===== src/rtl/core/iec_pkg.sv =====
// Package for the I/O extent coalescer: field widths and the structs that pass
// an access span and a flushed extent between modules. No dependencies.
package iec_pkg;

	localparam int OWNER_W   = 17;	// signed owner of an access
	localparam int OUT_OWN_W = 16;	// owner as reported in a flush
	localparam int START_W   = 48;	// offset and extent start
	localparam int COUNT_W   = 32;	// bytes per access
	localparam int CE_W      = 49;	// inclusive span end, bytes or blocks
	localparam int HLEN_W    = 50;	// held extent length
	localparam int OUT_LEN_W = 49;	// length as reported in a flush
	localparam int CALC_W    = 52;	// signed width for the extent compares

	typedef struct packed {
		logic                       op;
		logic signed [OWNER_W-1:0]  owner;
		logic        [START_W-1:0]  cs;
		logic        [CE_W-1:0]     ce;
	} span_t;

	typedef struct packed {
		logic [OUT_OWN_W-1:0] owner;
		logic [START_W-1:0]   start;
		logic [OUT_LEN_W-1:0] length;
	} flush_t;

endpackage


===== src/rtl/core/iec_span.sv =====
// Turns one access (offset, count) into an inclusive span in bytes or blocks.
// Depends on iec_pkg.
module iec_span #(
	parameter int BLOCK_SHIFT = 12,
	parameter int OFFSET_BITS = 48
) (
	input  logic                         block_mode,
	input  logic                         op,
	input  logic signed [iec_pkg::OWNER_W-1:0] owner_id,
	input  logic [iec_pkg::START_W-1:0]  byte_offset,
	input  logic [iec_pkg::COUNT_W-1:0]  byte_count,
	output iec_pkg::span_t               span
);

	localparam int OFF_KEEP = (OFFSET_BITS < iec_pkg::START_W) ? OFFSET_BITS
	                                                           : iec_pkg::START_W;
	localparam logic [iec_pkg::START_W-1:0] OFF_MASK =
		{iec_pkg::START_W{1'b1}} >> (iec_pkg::START_W - OFF_KEEP);
	localparam logic [iec_pkg::CE_W-1:0] ROUND_UP =
		iec_pkg::CE_W'((64'd1 << BLOCK_SHIFT) - 64'd1);

	logic [iec_pkg::START_W-1:0] off;
	logic [iec_pkg::CE_W-1:0]    last;
	logic [iec_pkg::CE_W-1:0]    rounded;

	always_comb begin
		off     = byte_offset & OFF_MASK;
		last    = iec_pkg::CE_W'(off) + iec_pkg::CE_W'(byte_count) - iec_pkg::CE_W'(1);
		rounded = last + ROUND_UP;
		span.op    = op;
		span.owner = owner_id;
		if (block_mode) begin
			span.cs = off >> BLOCK_SHIFT;
			span.ce = rounded >> BLOCK_SHIFT;
		end else begin
			span.cs = off;
			span.ce = last;
		end
	end

endmodule


===== src/rtl/core/iec_extent.sv =====
// Holds the running extent, decides merge, ignore or flush for one span and
// updates the extent on commit. Depends on iec_pkg.
module iec_extent (
	input  logic           clk,
	input  logic           arst_n,
	input  logic           commit,
	input  iec_pkg::span_t span,
	output logic           emit,
	output iec_pkg::flush_t flush
);

	logic signed [iec_pkg::OWNER_W-1:0] owner_q;
	logic [iec_pkg::START_W-1:0]        start_q;
	logic [iec_pkg::HLEN_W-1:0]         len_q;

	logic signed [iec_pkg::CALC_W-1:0] cs, ce, ls, le, nxt, prv;
	logic restart, contained, grow_end, covers_all, grow_front;

	always_comb begin
		cs  = $signed(iec_pkg::CALC_W'(span.cs));
		ce  = $signed(iec_pkg::CALC_W'(span.ce));
		ls  = $signed(iec_pkg::CALC_W'(start_q));
		nxt = ls + $signed(iec_pkg::CALC_W'(len_q));
		le  = nxt - iec_pkg::CALC_W'(1);
		prv = ls - iec_pkg::CALC_W'(1);

		restart    = span.op || (cs > nxt) || (ce < prv);
		contained  = (cs >= ls) && (ce <= le);
		grow_end   = (cs >= ls) && (cs <= nxt) && (ce >= nxt);
		covers_all = (cs <= ls) && (ce >= le);
		grow_front = (cs < ls) && (ce >= prv) && (ce <= le);

		// only an owned, non-empty extent goes out on a restart
		emit         = restart && !owner_q[iec_pkg::OWNER_W-1] && (len_q != '0);
		flush.owner  = owner_q[iec_pkg::OUT_OWN_W-1:0];
		flush.start  = start_q;
		flush.length = len_q[iec_pkg::OUT_LEN_W-1:0];
	end

	always_ff @(posedge clk or negedge arst_n) begin
		if (!arst_n) begin
			owner_q <= '1;
			start_q <= '0;
			len_q   <= '0;
		end else if (commit) begin
			if (restart) begin
				owner_q <= span.owner;
				start_q <= span.cs;
				len_q   <= iec_pkg::HLEN_W'(ce - cs + iec_pkg::CALC_W'(1));
			end else if (contained) begin
				// hold
			end else if (grow_end) begin
				len_q   <= iec_pkg::HLEN_W'(ce - ls + iec_pkg::CALC_W'(1));
			end else if (covers_all) begin
				start_q <= span.cs;
				len_q   <= iec_pkg::HLEN_W'(ce - cs + iec_pkg::CALC_W'(1));
			end else if (grow_front) begin
				start_q <= span.cs;
				len_q   <= iec_pkg::HLEN_W'(le - cs + iec_pkg::CALC_W'(1));
			end
		end
	end

endmodule


===== src/rtl/core/io_extent_coalescer.sv =====
// Top level of the I/O extent coalescer: input register, extent tracker and
// flush output register. Depends on iec_pkg, iec_span and iec_extent.
//
// Coalesces a stream of file accesses (owner, byte offset, byte count) into one
// running extent and emits the held extent, if owned and not empty, whenever an access
// neither overlaps nor touches it or carries op 1. In block mode (cfg write of 1, the
// reset value) spans are kept in blocks of 2^BLOCK_SHIFT bytes with the end rounded up;
// in byte mode they are kept in bytes. The mode only affects accesses taken after the
// write, and must be changed only while the block is idle. Accesses with a negative
// owner or zero count are accepted and dropped. An accepted access is converted to a
// span before the input register and is resolved against the held extent from there;
// a flush it causes is loaded into the output register when the input register advances.
// One access is taken every cycle while in_ready is high; the extent compare-and-update
// loop has no register but the extent's own. in_ready drops only when a flush waits in
// the output register, is not being taken, and the access in the input register would
// produce another one.
module io_extent_coalescer #(
	parameter int BLOCK_SHIFT = 12,
	parameter int OFFSET_BITS = 48
) (
	input  logic                                 clk,
	input  logic                                 arst_n,
	// configuration write
	input  logic                                 cfg_valid,
	output logic                                 cfg_ready,
	input  logic                                 cfg_data,
	// access items
	input  logic                                 in_valid,
	output logic                                 in_ready,
	input  logic                                 op,
	input  logic signed [iec_pkg::OWNER_W-1:0]   owner_id,
	input  logic [iec_pkg::START_W-1:0]          byte_offset,
	input  logic [iec_pkg::COUNT_W-1:0]          byte_count,
	// flushed extents
	output logic                                 out_valid,
	input  logic                                 out_ready,
	output logic [iec_pkg::OUT_OWN_W-1:0]        flushed_owner,
	output logic [iec_pkg::START_W-1:0]          flushed_start,
	output logic [iec_pkg::OUT_LEN_W-1:0]        flushed_length
);

	logic            block_mode_q;
	iec_pkg::span_t  span;
	iec_pkg::span_t  span_s1;
	logic            valid_s1;
	logic            adv_s1;
	logic            emit;
	iec_pkg::flush_t flush;
	iec_pkg::flush_t flush_q;
	logic            out_valid_q;
	logic            in_take;
	logic            keep;

	// mode register, always ready
	assign cfg_ready = 1'b1;

	always_ff @(posedge clk or negedge arst_n) begin
		if (!arst_n) begin
			block_mode_q <= 1'b1;
		end else if (cfg_valid) begin
			block_mode_q <= cfg_data;
		end
	end

	// convert the access to a span ahead of the input register
	iec_span #(
		.BLOCK_SHIFT(BLOCK_SHIFT),
		.OFFSET_BITS(OFFSET_BITS)
	) u_span (
		.block_mode (block_mode_q),
		.op         (op),
		.owner_id   (owner_id),
		.byte_offset(byte_offset),
		.byte_count (byte_count),
		.span       (span)
	);

	// advance the input register unless a second flush would collide
	assign adv_s1   = valid_s1 && (!emit || !out_valid_q || out_ready);
	assign in_ready = !valid_s1 || adv_s1;
	assign in_take  = in_valid && in_ready;
	// drop accesses with a negative owner or no bytes
	assign keep     = !owner_id[iec_pkg::OWNER_W-1] && (byte_count != '0);

	always_ff @(posedge clk or negedge arst_n) begin
		if (!arst_n) begin
			valid_s1 <= 1'b0;
		end else if (in_ready) begin
			valid_s1 <= in_take && keep;
		end
	end

	always_ff @(posedge clk) begin
		if (in_take) begin
			span_s1 <= span;
		end
	end

	iec_extent u_extent (
		.clk   (clk),
		.arst_n(arst_n),
		.commit(adv_s1),
		.span  (span_s1),
		.emit  (emit),
		.flush (flush)
	);

	// output register: load a flush, clear when taken
	always_ff @(posedge clk or negedge arst_n) begin
		if (!arst_n) begin
			out_valid_q <= 1'b0;
		end else if (adv_s1 && emit) begin
			out_valid_q <= 1'b1;
		end else if (out_ready) begin
			out_valid_q <= 1'b0;
		end
	end

	always_ff @(posedge clk) begin
		if (adv_s1 && emit) begin
			flush_q <= flush;
		end
	end

	assign out_valid      = out_valid_q;
	assign flushed_owner  = flush_q.owner;
	assign flushed_start  = flush_q.start;
	assign flushed_length = flush_q.length;

endmodule


===== config.mk =====
export PLATFORM = sky130hd
export DESIGN_NAME = io_extent_coalescer
export DESIGN_NICKNAME = d
export VERILOG_FILES = /design/src/rtl/core/iec_pkg.sv /design/src/rtl/core/iec_span.sv /design/src/rtl/core/iec_extent.sv /design/src/rtl/core/io_extent_coalescer.sv
export SDC_FILE = /design/constraint.sdc
export NUM_CORES = 2
export LEC_CHECK = 0
export BUFFER_PORTS_ARGS = -buffer_cell sky130_fd_sc_hd__buf_2
export CAP_MARGIN = 25
export CORE_ASPECT_RATIO = 1.25
export CORE_UTILIZATION = 45
export DETAILED_ROUTE_END_ITERATION = 12
export PLACE_DENSITY = 0.66
export SETUP_SLACK_MARGIN = 0.15
export SYNTH_ARGS = -nofsm -noshare
export SYNTH_HDL_FRONTEND = slang
export SYNTH_SLANG_ARGS = --single-unit
export TNS_END_PERCENT = 20

===== constraint.sdc =====
create_clock -name clk -period 18.9 [get_ports clk]
set_input_delay 3.78 -clock clk [delete_from_list [all_inputs] [get_ports clk]]
set_output_delay 3.78 -clock clk [all_outputs]
set_load 0.02 [all_outputs]

==> impl.org <==
** Clocking
- Number of buffers added to fix hold violations after cts :: 0
- Cell at the root of the clock tree :: clkbuf_16
- Number of H-tree branching levels :: 2
- Clock-pin slew reported for the worst setup and hold paths after clock tree synthesis :: 0.06 ns
- TritonCTS built the clock tree.
- Latest clock arrival within the worst-skew pair :: ~0.61 ns
- Clock buffer depth :: 3
- The number of gates resized after CTS was 0.
- Setup Buffers After CTS :: 0
- Number of sinks handled by clock tree synthesis :: 346
- Clock tree synthesis inserted a total of 41 buffers.

** Worst setup path
- The setup check on the worst reg-to-reg path leaves a slack of 9.05 ns.
- Worst EP required :: 15.12 ns
- Critical register-to-register path startpoint :: u_extent.len_q[19]
- Kind of launch point of the worst setup path :: flip-flop
- Critical path start-end classification :: reg -> out
- Endpoint arrival time on the critical path :: 7.59 ns
- For the worst flop-to-flop path, the logic depth is 30.
- Worst-path fanout max :: 6
- STA classifies the critical path endpoint as an output port.
- Worst R2R End :: u_extent.len_q[16]

** Timing
- Slew at the pin with the worst max-slew slack :: 1.16 ns
- Setup repair after global routing left no endpoint under its margin.
- Clock skew after layout :: 0.0245 ns
- Max Slew Vio Count :: 0
- Final hold vios :: 0
- Headroom to the max-slew limit came out at 0.223.
- Final Cycle Share :: 0.601
- The routed design could run at a clock period as short as 11.37 ns.
- Static timing analysis puts the maximum clock frequency at 88.0 MHz.
- Setup total negative slack on the finished layout was measured at 0 ns.
- Setup violations, final :: 0

** Synth
- Synthesized area :: ~38000 µm²
- Number of synthesized register bits :: between 300 and 400
- EDFF count, synth :: between 200 and 250
- For this run, the register share of the synthesized area comes to 0.255.
- Of all flip-flops after synthesis, the portion carrying an async set or reset was 0.341.
- Dominant cell type by area after synthesis :: ha_1
- Dominant register cell in the synthesized netlist :: edfxtp_1
- Synthesis instantiated 109 different standard cells from the library.
- Net Count, Synth :: 5065
- Yosys printed 0 warnings.
- Cell count after synthesis :: 4350
- The share of synthesized area in the top cell type comes to 0.197.
- A synthesized cell averages 8.84 µm².
- Largest cells by area after synthesis :: ha_1 (20%), edfxtp_1 (18%), dfrtp_1 (6.5%)

** Final layout
- Synth-to-Final Area Change :: 9.54%
- Net count of the finished layout :: between 5k and 6k
- Of the cells placed in the final design, the portion with a size suffix greater than 1 is 0.107.
- The top cell types in the final layout, fill and taps aside, are ha_1 (606), inv_1 (391), nand2_1 (295).
- Number of diodes :: 0
- The layout has 8107 filler cells.
- Leading cell type in the layout, fill and taps excluded :: ha_1

** Run
- The tool flagged a number of max-cap violations equal to 0.

** GRT
- Number of global-route vias before repair :: 33.3k
- GRT Total Usage :: 0.323
- Global-route wire length before repair :: roughly 210000 µm
- Summed over all layers, the global routing overflow is 0.
- The initial antenna violation count is 5.
- Entering global routing, the biggest net connects 96 pins.

** Min path
- The path class of the tightest hold or removal check is reg -> reg.
- The worst hold path terminates at flushed_start[18].
- HP Start :: u_extent.start_q[18]
- The worst hold path passes through 0 cells.

** Routing
- Total number of vias :: ~35k
- After detailed routing, the average wire length per cell comes to 25.2 µm.
- DRT antenna net count :: 0
- After detailed routing, the number of vias per cell comes to 6.16.
- For this run, design rule violations remaining after detail routing come to 0.
- For this block, the initial DRC count from the detailed router was approximately 2.8k.
- TritonRoute pass-1 iters :: 8
- The routed design has 143000 µm of wire.

** Floorplanning
- Area enclosed by the die boundary :: ~87000 µm²
- After floorplanning, the core was divided into 119 placement rows.
- The die is between 300 and 400 µm tall.
- Starting Density :: 0.456
- During I/O placement, the number of pins put on the boundary was 220.
- Standard cell core area :: 84400 µm²
- Overall die width :: between 200 and 300 µm

** Placement
- In this run the tool buffered the top-level ports with approximately 220 buffer cells.
- The congestion estimate from routability-driven global placement came to 1.04.
- Placed wire-length estimate :: roughly 120000 µm

** Status
- The run finished with clean final reports.
[metal layers]
layer / up-vias / share of wire / global-route usage
met2: 1347 / 0.49 / 0.570
met1: 16700 / 0.39 / 0.374
li1: 16400 / - / -
met5: - / 0.00053 / 0
met4: 10 / 0.069 / 0.191
met3: 370 / 0.058 / 0.0382
[Yosys cell counts, types with 14 or more instances]
| master | n |
|---|---|
| mux2_2 | 70 |
| buf_2 | 15 |
| nor4_1 | 56 |
| o211ai_1 | 29 |
| xor2_1 | 102 |
| a31oi_1 | 29 |
| nand2_1 | 295 |
| ha_1 | 606 |
| or2_2 | 26 |
| a211oi_1 | 49 |
| o21a_1 | 69 |
| nor2b_1 | 58 |
| nand3_1 | 104 |
| or3_1 | 29 |
| and4_1 | 15 |
| o21ai_1 | 14 |
| dfstp_2 | 18 |
| dfrtp_1 | 100 |
| mux2i_1 | 144 |
| inv_1 | 391 |
| o21ai_0 | 221 |
| o31ai_1 | 30 |
| nor3_1 | 97 |
| o21bai_1 | 25 |
| and2_1 | 32 |
| nor2_1 | 264 |
| and3_1 | 42 |
| nand4_1 | 83 |
| nand2b_1 | 42 |
| edfxtp_1 | 228 |
| a21o_1 | 170 |
| clkbuf_1 | 72 |
| xnor2_1 | 228 |
| a21oi_1 | 280 |
[cells by family after synthesis]
| kind of cell | Yosys count | synth area share |
|---|---|---|
| other | 1 | 0.0000975 |
| XOR/XNOR | 335 | 0.0781 |
| multiplexers | 226 | 0.0616 |
| flip-flops | 346 | 0.255 |
| AND/OR/NAND/NOR | 1215 | 0.161 |
| buffers and inverters | 500 | 0.0516 |
| AO/OA/AOI/OAI | 1108 | 0.191 |
| adder cells (fa/ha/maj) | 619 | 0.202 |
[critical path, cell delays in order, from the launching register on]
cell	delay, ns
dfrtp_1	0.43
nor3_1	0.40
nand2_1	0.16
nor4_2	0.39
nand2_1	0.30
or4_1	0.56
or2_1	0.40
or3_1	0.43
or4_1	0.50
nor3_1	0.20
xnor2_1	0.10
ha_1	0.30
nor2b_1	0.12
nand4_1	0.14
or3_1	0.40
or3_1	0.47
nor3_1	0.43
o31ai_1	0.17
a21oi_1	0.42
nand2b_4	0.15
nand3_1	0.28
buf_2	0.23
[registers in the layout, indices dropped and copies added (netlist names)]
register          flops
block_mode_q          1
flushed_length       49
flushed_owner        16
flushed_start        48
out_valid             1
span_s1             115
u_extent.len_q       50
u_extent.owner_q     17
u_extent.start_q     48
valid_s1              1
[per-stage QoR]
stage               worst slack (ns)  utilization  instances  hold WS [ns]  area (µm²)
floorplan                       5.68            -       4350         0.423       38500
global placement                8.47        0.482       5582         0.454       40700
detailed placement              8.31        0.482       5583         0.463       40700
CTS                             7.65        0.499       5659         0.466       42100
global route                    7.15        0.499       5659         0.479       42100
finish                          7.53        0.499       5659         0.469       42100
[worst max-delay path by stage]
stage	from	to	slack [ns]	cells past startpoint
floorplan	u_extent.start_q[0]	out_valid	5.68	23
global placement	u_extent.start_q[7]	in_ready	8.47	21
detailed placement	u_extent.start_q[7]	in_ready	8.31	21
CTS	u_extent.start_q[7]	in_ready	7.65	21
global route	u_extent.start_q[7]	in_ready	7.15	21
finish	u_extent.start_q[7]	in_ready	7.53	21
[layout make-up]
class	instances	area, µm²	share of cell area
Clock buffer	52	1120	0.0265
Clock inverter	24	295	0.00701
Sequential cell	346	9830	0.233
Multi-Input combinational cell	3504	26700	0.634
Timing Repair Buffer	253	1360	0.0322
Tap cell	1089	1360	0.0323
Inverter	391	1470	0.0348
Power is not shown: default switching activity piles up to over one toggle a cycle in this logic, so the estimate is an artifact.
